**config.mk**
```make
export PLATFORM = sky130hd
export DESIGN_NAME = polynomial_root_bounds_top
export DESIGN_NICKNAME = d
export VERILOG_FILES = /design/src/hw/rtl/prb_pkg.sv /design/src/hw/rtl/prb_mul.sv /design/src/hw/rtl/prb_div.sv /design/src/hw/rtl/polynomial_root_bounds_top.sv
export SDC_FILE = /design/constraint.sdc
export NUM_CORES = 2
export LEC_CHECK = 0
export BUFFER_PORTS_ARGS = -buffer_cell sky130_fd_sc_hd__buf_4
export CAP_MARGIN = 10
export CORE_MARGIN = 2
export CORE_UTILIZATION = 40
export CTS_CLUSTER_SIZE = 14
export DETAILED_ROUTE_END_ITERATION = 16
export MAX_ROUTING_LAYER = met4
export PLACE_DENSITY = 0.58
export SYNTH_ARGS = -nofsm -noshare
export SYNTH_HDL_FRONTEND = slang
export SYNTH_SLANG_ARGS = --single-unit
```
**constraint.sdc**
```tcl
create_clock -name clk -period 30.5 [get_ports clk]
set_input_delay 4.575 -clock clk [delete_from_list [all_inputs] [get_ports clk]]
set_output_delay 4.575 -clock clk [all_outputs]
set_load 0.03 [all_outputs]
```
**src/hw/rtl/prb_pkg.sv**
```systemverilog
// package for the polynomial root bounds block: widths, codes and shared types
`default_nettype none
package prb_pkg;
	localparam int unsigned MaxDegreeDefault = 16;
	localparam int unsigned CoefW = 32;
	localparam logic [31:0] OneQ16 = 32'h0001_0000;
	localparam logic [31:0] SatQ16 = 32'h7FFF_FFFF;

	// status codes
	typedef enum logic [1:0] {
		ST_OK        = 2'd0,
		ST_LEAD_BAD  = 2'd1,
		ST_A0_ZERO   = 2'd2,
		ST_DEGREE    = 2'd3
	} status_t;

	// request to the shared multiplier
	typedef struct packed {
		logic        start;
		logic [47:0] a;
		logic [31:0] b;
	} mul_req_t;

	typedef struct packed {
		logic        done;
		logic [63:0] prod_shr;
	} mul_rsp_t;
endpackage
`default_nettype wire

```
**src/hw/rtl/prb_mul.sv**
```systemverilog
// shared multiplier: 48 x 32 bit product in two 24 x 32 partial steps, result shifted by 16
`default_nettype none
module prb_mul (
	input  wire logic             clk,
	input  wire logic             arst_n,
	input  wire prb_pkg::mul_req_t req,
	output prb_pkg::mul_rsp_t      rsp
);
	import prb_pkg::*;

	logic [1:0]  phase_q;
	logic [47:0] a_q;
	logic [31:0] b_q;
	logic [79:0] acc_q;
	logic [55:0] part;

	// one partial product of 24 x 32 bits per cycle
	assign part = (phase_q[0] ? {32'd0, a_q[23:0]} : {32'd0, a_q[47:24]}) * {24'd0, b_q};

	always_ff @(posedge clk or negedge arst_n) begin
		if (!arst_n) begin
			phase_q <= 2'd0;
		end else if (req.start) begin
			phase_q <= 2'd1;
		end else if (phase_q == 2'd1) begin
			phase_q <= 2'd2;
		end else if (phase_q == 2'd2) begin
			phase_q <= 2'd3;
		end else begin
			phase_q <= 2'd0;
		end
	end

	always_ff @(posedge clk) begin
		if (req.start) begin
			a_q <= req.a;
			b_q <= req.b;
			acc_q <= '0;
		end else if (phase_q == 2'd1) begin
			acc_q <= {24'd0, part};
		end else if (phase_q == 2'd2) begin
			acc_q <= acc_q + {part, 24'd0};
		end
	end

	assign rsp.done = (phase_q == 2'd3);
	assign rsp.prod_shr = acc_q[79:16];
endmodule
`default_nettype wire

```
**src/hw/rtl/prb_div.sv**
```systemverilog
// shared restoring divider: floor(2^32 / d), one quotient bit per cycle
`default_nettype none
module prb_div (
	input  wire logic        clk,
	input  wire logic        arst_n,
	input  wire logic        start,
	input  wire logic [31:0] divisor,
	output logic             done,
	output logic [32:0]      quotient
);
	import prb_pkg::*;

	logic [5:0]  cnt_q;
	logic        busy_q;
	logic [32:0] rem_q;
	logic [32:0] quo_q;
	logic [31:0] den_q;
	logic [33:0] trial;
	logic [32:0] shifted;

	assign shifted = {rem_q[31:0], (cnt_q == 6'd32)};
	assign trial = {1'b0, shifted} - {2'b0, den_q};

	always_ff @(posedge clk or negedge arst_n) begin
		if (!arst_n) begin
			busy_q <= 1'b0;
			cnt_q <= '0;
			done <= 1'b0;
		end else begin
			done <= 1'b0;
			if (start) begin
				busy_q <= 1'b1;
				cnt_q <= 6'd32;
			end else if (busy_q) begin
				if (cnt_q == 6'd0) begin
					busy_q <= 1'b0;
					done <= 1'b1;
				end else begin
					cnt_q <= cnt_q - 6'd1;
				end
			end
		end
	end

	// dividend is 2^32: a single one bit fed in at the top step
	always_ff @(posedge clk) begin
		if (start) begin
			rem_q <= '0;
			quo_q <= '0;
			den_q <= divisor;
		end else if (busy_q) begin
			if (!trial[33]) begin
				rem_q <= trial[32:0];
				quo_q <= {quo_q[31:0], 1'b1};
			end else begin
				rem_q <= shifted;
				quo_q <= {quo_q[31:0], 1'b0};
			end
		end
	end

	assign quotient = quo_q;
endmodule
`default_nettype wire

```
**src/hw/rtl/polynomial_root_bounds_top.sv**
```systemverilog
// top level of the polynomial root bounds block: store, sequencer and result register
//
// Usage: coefficients a_n down to a_0 enter on the s_axis channel, one per
// transaction, tdata = coefficient (signed Q16.16), tlast marks a_0.
// A coefficient without tlast is stored as it is accepted, so loading runs at
// one coefficient per cycle while no earlier result waits. On tlast the
// sequencer computes four Lagrange bounds. Each variant first scans its
// coefficients, then, if one of them is negative, runs a 31-bit binary search
// over the root; each candidate takes up to n-k products through the shared
// multiplier. Two reciprocals are then computed in the divider, one after the
// other. An error status skips the bounds and is offered directly.
// One result per tlast leaves on m_axis; tdata packs positive_low,
// positive_high, negative_low, negative_high and status from bit 0 upward.
// s_axis_tready is low while a bound is being computed or a result waits.
// If the receiver stalls, the result stays in its register and no new
// transaction is taken. Reset clears the count, overflow flag and sequencer;
// the coefficient memory is not cleared.
`default_nettype none
module polynomial_root_bounds_top #(
	parameter int unsigned MAX_DEGREE = prb_pkg::MaxDegreeDefault
) (
	input  wire logic         clk,
	input  wire logic         arst_n,
	input  wire logic         s_axis_tvalid,
	output logic              s_axis_tready,
	input  wire logic [31:0]  s_axis_tdata,  // coefficient[31:0]
	input  wire logic         s_axis_tlast,  // last
	output logic              m_axis_tvalid,
	input  wire logic         m_axis_tready,
	// positive_low[30:0], positive_high[61:31], negative_low[93:62],
	// negative_high[125:94], status[127:126]
	output logic [127:0]      m_axis_tdata
);
	import prb_pkg::*;

	localparam int unsigned Depth = MAX_DEGREE + 1;
	localparam int unsigned CntW = $clog2(Depth + 1);
	localparam int unsigned IdxW = $clog2(Depth);

	typedef enum logic [10:0] {
		S_IDLE   = 11'b00000000001,
		S_SCAN   = 11'b00000000010,
		S_SCANW  = 11'b00000000100,
		S_CAND   = 11'b00000001000,
		S_MUL    = 11'b00000010000,
		S_MULW   = 11'b00000100000,
		S_NEXTB  = 11'b00001000000,
		S_DIV2   = 11'b00010000000,
		S_DIV4   = 11'b00100000000,
		S_CHECK  = 11'b01000000000,
		S_OUT    = 11'b10000000000
	} state_t;

	state_t state_q;

	logic [31:0]     mem [Depth];
	logic [31:0]     rd_q;
	logic [IdxW-1:0] rd_addr;
	logic [CntW-1:0] count_q;
	logic            overflow_q;
	logic [IdxW-1:0] n_q;
	logic [31:0]     a0_q;
	logic [31:0]     lead_raw_q;

	logic [1:0]      var_q;
	logic [IdxW:0]   idx_q;
	logic            found_q;
	logic [IdxW-1:0] k_q;
	logic [32:0]     lowest_q;
	logic            flip_q;
	logic [32:0]     lead_q;
	logic [31:0]     root_q;
	logic [4:0]      bit_q;
	logic [31:0]     cand_q;
	logic [63:0]     p_q;
	logic [IdxW:0]   step_q;
	logic [31:0]     l_q [4];
	logic [31:0]     recip2_q;
	status_t         status_q;
	logic [127:0]    out_q;
	logic            out_valid_q;

	mul_req_t  mreq;
	mul_rsp_t  mrsp;
	logic      dstart;
	logic      ddone;
	logic [32:0] dquo;
	logic [31:0] ddiv;

	prb_mul u_mul (.clk(clk), .arst_n(arst_n), .req(mreq), .rsp(mrsp));
	prb_div u_div (.clk(clk), .arst_n(arst_n), .start(dstart), .divisor(ddiv),
		.done(ddone), .quotient(dquo));

	logic in_acc;
	assign s_axis_tready = (state_q == S_IDLE) && !out_valid_q;
	assign in_acc = s_axis_tvalid && s_axis_tready;

	// variant coefficient index j (of x^j) to store address
	logic [IdxW-1:0] j_idx;
	logic            j_odd;
	assign j_idx = idx_q[IdxW-1:0];
	assign j_odd = j_idx[0];
	assign rd_addr = var_q[0] ? j_idx : IdxW'(n_q - j_idx);

	// sign-adjusted coefficient of the current variant
	logic [32:0] cval;
	logic        neg_v;
	logic        negc;
	assign neg_v = flip_q ^ (var_q[1] & j_odd);
	assign cval = neg_v ? (33'd0 - {rd_q[31], rd_q}) : {rd_q[31], rd_q};
	assign negc = cval[32];

	logic [32:0] mag33;
	assign mag33 = 33'd0 - lowest_q;

	logic [IdxW-1:0] m_w;
	assign m_w = IdxW'(n_q - k_q);

	logic [32:0] lsum;
	assign lsum = {1'b0, OneQ16} + {1'b0, root_q};

	// coefficient store, a_0 included, and registered read port
	always_ff @(posedge clk) begin
		if (in_acc && count_q < CntW'(Depth)) begin
			mem[count_q[IdxW-1:0]] <= s_axis_tdata;
		end
		rd_q <= mem[rd_addr];
	end

	assign mreq.start = (state_q == S_MUL);
	assign mreq.a = p_q[47:0];
	assign mreq.b = cand_q;
	assign dstart = (state_q == S_DIV2 || state_q == S_DIV4) && !idx_q[0];
	assign ddiv = (state_q == S_DIV2) ? l_q[1] : l_q[3];

	// sequencer
	always_ff @(posedge clk or negedge arst_n) begin
		if (!arst_n) begin
			state_q <= S_IDLE;
			count_q <= '0;
			overflow_q <= 1'b0;
			out_valid_q <= 1'b0;
		end else begin
			if (out_valid_q && m_axis_tready) out_valid_q <= 1'b0;
			unique case (state_q)
				S_IDLE: begin
					if (in_acc) begin
						if (!s_axis_tlast) begin
							if (count_q < CntW'(Depth)) count_q <= count_q + CntW'(1);
							else overflow_q <= 1'b1;
						end else begin
							count_q <= '0;
							overflow_q <= 1'b0;
							state_q <= S_CHECK;
						end
					end
				end
				S_CHECK: begin
					if (status_q != ST_OK) state_q <= S_OUT;
					else state_q <= S_SCANW;
				end
				S_SCANW: state_q <= S_SCAN;
				S_SCAN: begin
					if (idx_q == '0) state_q <= (!found_q && !negc) ? S_NEXTB : S_CAND;
					else state_q <= S_SCANW;
				end
				S_CAND: state_q <= S_MUL;
				S_MUL: state_q <= S_MULW;
				S_MULW: begin
					if (mrsp.done) begin
						if (step_q == (IdxW+1)'(1) ||
							(cand_q >= OneQ16 && mrsp.prod_shr > {31'd0, mag33}))
							state_q <= S_NEXTB;
						else state_q <= S_MUL;
					end
				end
				S_NEXTB: begin
					if (!found_q || bit_q == 5'd0) begin
						if (var_q == 2'd3) state_q <= S_DIV2;
						else state_q <= S_SCANW;
					end else state_q <= S_CAND;
				end
				S_DIV2: if (ddone) state_q <= S_DIV4;
				S_DIV4: if (ddone) state_q <= S_OUT;
				S_OUT: begin
					if (!out_valid_q) begin
						out_valid_q <= 1'b1;
						state_q <= S_IDLE;
					end
				end
				default: state_q <= S_IDLE;
			endcase
		end
	end

	// datapath registers
	always_ff @(posedge clk) begin
		unique case (state_q)
			S_IDLE: begin
				if (in_acc && s_axis_tlast) begin
					n_q <= count_q[IdxW-1:0];
					a0_q <= s_axis_tdata;
					lead_raw_q <= (count_q == '0) ? s_axis_tdata : mem[0];
					if (overflow_q || count_q >= CntW'(Depth) || count_q == '0)
						status_q <= ST_DEGREE;
					else if (mem[0][31] || mem[0] == 32'd0) status_q <= ST_LEAD_BAD;
					else if (s_axis_tdata == 32'd0) status_q <= ST_A0_ZERO;
					else status_q <= ST_OK;
				end
			end
			S_CHECK: begin
				var_q <= 2'd0;
				idx_q <= {1'b0, n_q};
				found_q <= 1'b0;
				lowest_q <= '0;
				flip_q <= lead_raw_q[31];
			end
			S_SCAN: begin
				if (negc && !found_q) begin
					found_q <= 1'b1;
					k_q <= j_idx;
				end
				if ($signed(cval) < $signed(lowest_q)) lowest_q <= cval;
				if (idx_q == {1'b0, n_q}) lead_q <= cval;
				if (idx_q != '0) idx_q <= idx_q - (IdxW+1)'(1);
				else begin
					root_q <= '0;
					bit_q <= 5'd30;
				end
			end
			S_CAND: begin
				cand_q <= root_q | (32'd1 << bit_q);
				p_q <= {31'd0, lead_q};
				step_q <= {1'b0, m_w};
			end
			S_MUL: ;
			S_MULW: begin
				if (mrsp.done) begin
					p_q <= mrsp.prod_shr;
					step_q <= step_q - (IdxW+1)'(1);
					if (step_q == (IdxW+1)'(1) && mrsp.prod_shr <= {31'd0, mag33})
						root_q <= cand_q;
				end
			end
			S_NEXTB: begin
				if (!found_q || bit_q == 5'd0) begin
					l_q[var_q] <= !found_q ? OneQ16 :
						(lsum > {1'b0, SatQ16} ? SatQ16 : lsum[31:0]);
					var_q <= var_q + 2'd1;
					// after the last variant idx_q[0] serves as the divider start flag
					idx_q <= (var_q == 2'd3) ? (IdxW+1)'(0) : {1'b0, n_q};
					found_q <= 1'b0;
					lowest_q <= '0;
					// next variant's leading sign
					unique case (var_q)
						2'd0: flip_q <= a0_q[31];
						2'd1: flip_q <= lead_raw_q[31] ^ n_q[0];
						2'd2: flip_q <= a0_q[31] ^ n_q[0];
						default: flip_q <= 1'b0;
					endcase
				end else bit_q <= bit_q - 5'd1;
			end
			S_DIV2: begin
				if (ddone) begin
					recip2_q <= dquo[31:0];
					idx_q[0] <= 1'b0;
				end else begin
					idx_q[0] <= 1'b1;
				end
			end
			S_DIV4: begin
				idx_q[0] <= 1'b1;
				if (ddone) begin
					out_q <= {status_q, 32'(32'd0 - dquo[31:0]), 32'(32'd0 - l_q[2]),
						l_q[0][30:0], recip2_q[30:0]};
				end
			end
			S_OUT: begin
				if (status_q != ST_OK && !out_valid_q) out_q <= {status_q, 126'd0};
			end
			default: ;
		endcase
	end

	assign m_axis_tvalid = out_valid_q;
	assign m_axis_tdata = out_q;

`ifndef SYNTHESIS
	a_ready_idle: assert property (@(posedge clk) disable iff (!arst_n)
		s_axis_tready |-> state_q == S_IDLE)
		else $error("ready outside idle");
	a_no_accept_busy: assert property (@(posedge clk) disable iff (!arst_n)
		out_valid_q |-> !s_axis_tready)
		else $error("accepted with result pending");
	a_count_range: assert property (@(posedge clk) disable iff (!arst_n)
		count_q <= CntW'(Depth))
		else $error("count beyond depth");
`endif
endmodule
`default_nettype wire
```
==> impl_metrics.py <==
metrics = {
    "synthesis": {
        "synth-adder-area-share": 0.213,
        "synth-edff-count": 1155,
        "avgSynthCellArea_um2": 11.7,
        "synth_top_family_by_area": "adder cells",
        "synthesis.area_um2": 84100,
        "synthMuxAreaShare": 0.0572,
        "synthSimpleGateAreaFrac": 0.121,
        "synth-xor-area-share": 0.0292,
        "async_flop_share": 0.0208,
        "netlist_instances": 7166,
        "yosys_warnings": 0,
        "yosysSeqAreaShare": 0.459,
        "ys_ff_latch": 1343,
        "ys.flop_type": "edfxtp_1",
        "synth_compound_area_frac": 0.0654,
        "ys_types": 89,
    },
    "power_and_ir_drop": {
        "design_power_total_mw": 5.27,
        "pwr-share-clk": 0.314,
        "swShare": 0.325,
        "peakVddDrop_v": 0.0000533,
        "netSwitchingPower_mw": 1.71,
        "p_int_mw": 3.56,
        "power.density_nw_per_um2": 56.6,
        "p_leak_nw": 38.0,
        "seqPwrFrac": 0.421,
        "p_comb_frac": 0.265,
    },
    "layout": {
        "post-route-util": 0.445,
        "fin_cells": 10200,
        "area_growth_pct": 10.7,
        "drive_gt1_frac": 0.106,
        "final_area_um2": 93200,
        "final_nets": 8314,
        "fill_cells": 19300,
    },
    "clock_tree": {
        "post_cts_resize_count": 0,
        "clkLatencyLatePin_ns": 0.79,
        "numClockSinks": 1343,
        "cts_tree": "done",
        "cts_max_path_buffers": 3,
        "cts_setup_buffers": 0,
        "numCtsBuffers": 137,
        "htree_num_levels": 4,
        "hold_buffers": 0,
        "clk_pin_slew_ns": 0.07,
        "clockRootBuffer": "clkbuf_16",
    },
    "critical_path": {
        "worst_ep_required_time_ns": 31.17,
        "crit_fanout": 32,
        "start_kind": "flip-flop",
        "slowest_stage": "dfrtp_1",
        "cpPeakStageDelay_ns": 0.82,
        "cp.arrival_ns": 12.84,
        "critPathCaptureType": "flip-flop",
        "critPathKind": "reg -> reg",
        "crit_top_cell": "fa_1",
    },
    "status": {
        "status": "finished clean",
    },
    "floorplan": {
        "start_util": 0.402,
        "die-area_um2": 214000,
        "fp.dieH_um": 463,
        "die_x_um": 463,
        "row_count": 168,
        "coreArea_um2": 209000,
        "ios": 167,
    },
    "placed_design": {
        "gp_congestion": 0.942,
        "placed_cell_area_um2": 88700,
        "placed_cells": 9905,
        "hpwl_um": 156000,
        "port_buffers": 166,
    },
    "global_routing": {
        "grt_pass1_wl_um": 342000,
        "grt_antenna_before_repair": 7,
        "grt_use_total": 0.212,
        "grt_pass1_vias": 55900,
        "grt_max_degree": 95,
        "gr-total-overflow": 0,
    },
    "drt": {
        "drt_iter0_drc": 4467,
        "wl_per_cell_um": 21.5,
        "met3_length_um": 10700,
        "vias": 53600,
        "met1_length_um": 98800,
        "maxUsedRoutingLayer": "met4",
        "viasPerCell": 5.28,
        "drt_wl_total_um": 218000,
        "ant_nets": 0,
        "drc": 0,
        "drt_pass1_iterations": 5,
        "dr_wl_met2_um": 104000,
    },
    "timing": {
        "period_needed_ns": 12.18,
        "slew_headroom": 0.235,
        "fin_crit_sh": 0.399,
        "final-setup-viol-count": 0,
        "rsz0062_at_grt": "no",
        "finalHoldViolCount": 0,
        "max_freq_mhz": 82.1,
        "fin_skew_ns": 0.0374,
        "tightest_slew_ns": 1.14,
        "setup_tns_ns": 0,
        "slew_violations": 0,
    },
    "job": {
        "cap_violations": 0,
    },
    "hold_path": {
        "hold_path_class": "reg -> reg",
    },
}
==> metal layers <==
layer,track usage,up-vias
li1,-,24500
met1,0.288,27500
met2,0.339,1323
met3,0.0295,282
met4,0.0511,0
met5,-,-
==> power groups by stage <==
stage	sequential [mW]	clock [mW]	combinational [mW]
floorplan	2.20	0	0.972
global placement	2.25	0	1.38
CTS	2.22	1.69	1.39
detailed placement	2.26	0	1.38
global route	2.23	1.77	1.54
finish	2.22	1.66	1.40
==> cells in the mapped netlist (all sizes together) (10+ instances only) <==
library cell | n | share of area
o21bai | 26 | 0.0023
o211ai | 41 | 0.0037
mux2 | 87 | 0.012
nand3b | 15 | 0.0013
buf | 28 | 0.0013
and2 | 399 | 0.030
a31o | 20 | 0.0021
xor2 | 121 | 0.013
mux4 | 128 | 0.034
o21a | 30 | 0.0027
a211oi | 20 | 0.0018
nor2 | 361 | 0.016
nor4 | 59 | 0.0045
dfrtp | 27 | 0.0080
and3 | 30 | 0.0022
inv | 901 | 0.040
dfxtp | 160 | 0.038
a31oi | 37 | 0.0028
edfxtp | 1155 | 0.41
o31ai | 18 | 0.0017
ha | 375 | 0.056
a21oi | 247 | 0.015
nor3 | 81 | 0.0049
a41o | 10 | 0.0012
a21o | 108 | 0.0096
o21ai | 222 | 0.013
clkbuf | 309 | 0.014
mux2i | 95 | 0.011
or3 | 16 | 0.0012
nor2b | 121 | 0.0090
or4 | 15 | 0.0016
nand3 | 52 | 0.0032
or2 | 14 | 0.0011
nand2b | 31 | 0.0023
nand2 | 792 | 0.035
fa | 662 | 0.16
xnor2 | 160 | 0.017
nand4 | 68 | 0.0051
==> worst paths after layout <==
check / endpoint / start / slack, ns / depth (start not counted)
min in group asynchronous: m_axis_tvalid / arst_n / 3.77 / 1
max in group asynchronous: u_div.busy_q / arst_n / 26.33 / 1
hold / removal: u_mul.a_q[40] / p_q[40] / 0.41 / 0
setup reg to reg: u_mul.acc_q[79] / u_mul.phase_q[0] / 18.32 / 38
setup / recovery: u_mul.acc_q[79] / u_mul.phase_q[0] / 18.32 / 38
hold reg to reg: u_mul.a_q[40] / p_q[40] / 0.41 / 0
==> critical path, delay by kind of cell (launching register included) <==
kind	cells	cell delay [ns]
adder cells (fa/ha/maj)	9	4.45
AND/OR/NAND/NOR	8	1.75
XOR/XNOR	2	0.83
AO/OA/AOI/OAI	11	2.79
buffers and inverters	7	0.74
multiplexers	1	0.67
flip-flops	1	0.82
==> cell families after synthesis <==
family	after synthesis
DFF	1343
and+or+nand+nor	2086
buffers and inverters	1240
xor gates and xnor gates	281
other	1
muxes	310
AOI/OAI and AO/OA	868
adders and majority gates	1037
==> layout make-up <==
cell class	count	area (um^2)	share of cell area
Inverter	903	3390	0.0364
Antenna cell	5	12.5	0.000134
Clock inverter	58	571	0.00612
Multi-Input combinational cell	4585	41200	0.442
Tap cell	2805	3510	0.0377
Clock buffer	195	3830	0.0412
Sequential cell	1343	38600	0.414
Timing Repair Buffer	270	2040	0.0219
==> sequential cells by signal, summed over array words and instances, names as in the netlist, 11 cells and up <==
name / flops
cand_q: 32
l_q: 127
lead_q: 33
lowest_q: 33
m_axis_tdata: 128
mem: 544
p_q: 48
rd_q: 32
recip2_q: 31
root_q: 32
state_q: 11
u_div.den_q: 32
u_div.quotient: 32
u_div.rem_q: 32
u_mul.a_q: 48
u_mul.acc_q: 64
u_mul.b_q: 32
==> layout by cell type (no fill, tap or decap), types with 56 or more instances in the layout <==
cell type and count:
nor2b_1 121, clkbuf_16 143, inv_1 899, and2_1 398, ha_1 374, nor3_1 78
nor4_1 56, mux2_2 87, nand2_1 792, nand4_1 68, buf_4 268, mux4_2 128
nor2_1 344, edfxtp_1 1155, xor2_1 121, mux2i_1 90, dfxtp_1 160, xnor2_1 159
a21o_1 107, a21oi_1 244, o21ai_0 216, fa_1 662
==> metrics by stage <==
| stage | hold WS (ns) | setup WS [ns] |
|---|---|---|
| floorplan | 0.400 | 18.28 |
| global placement | 0.400 | 18.51 |
| detailed placement | 0.405 | 18.53 |
| CTS | 0.419 | 18.49 |
| global route | 0.423 | 17.88 |
| finish | 0.414 | 18.32 |
Note: power is estimated with default switching activity, not from simulation.
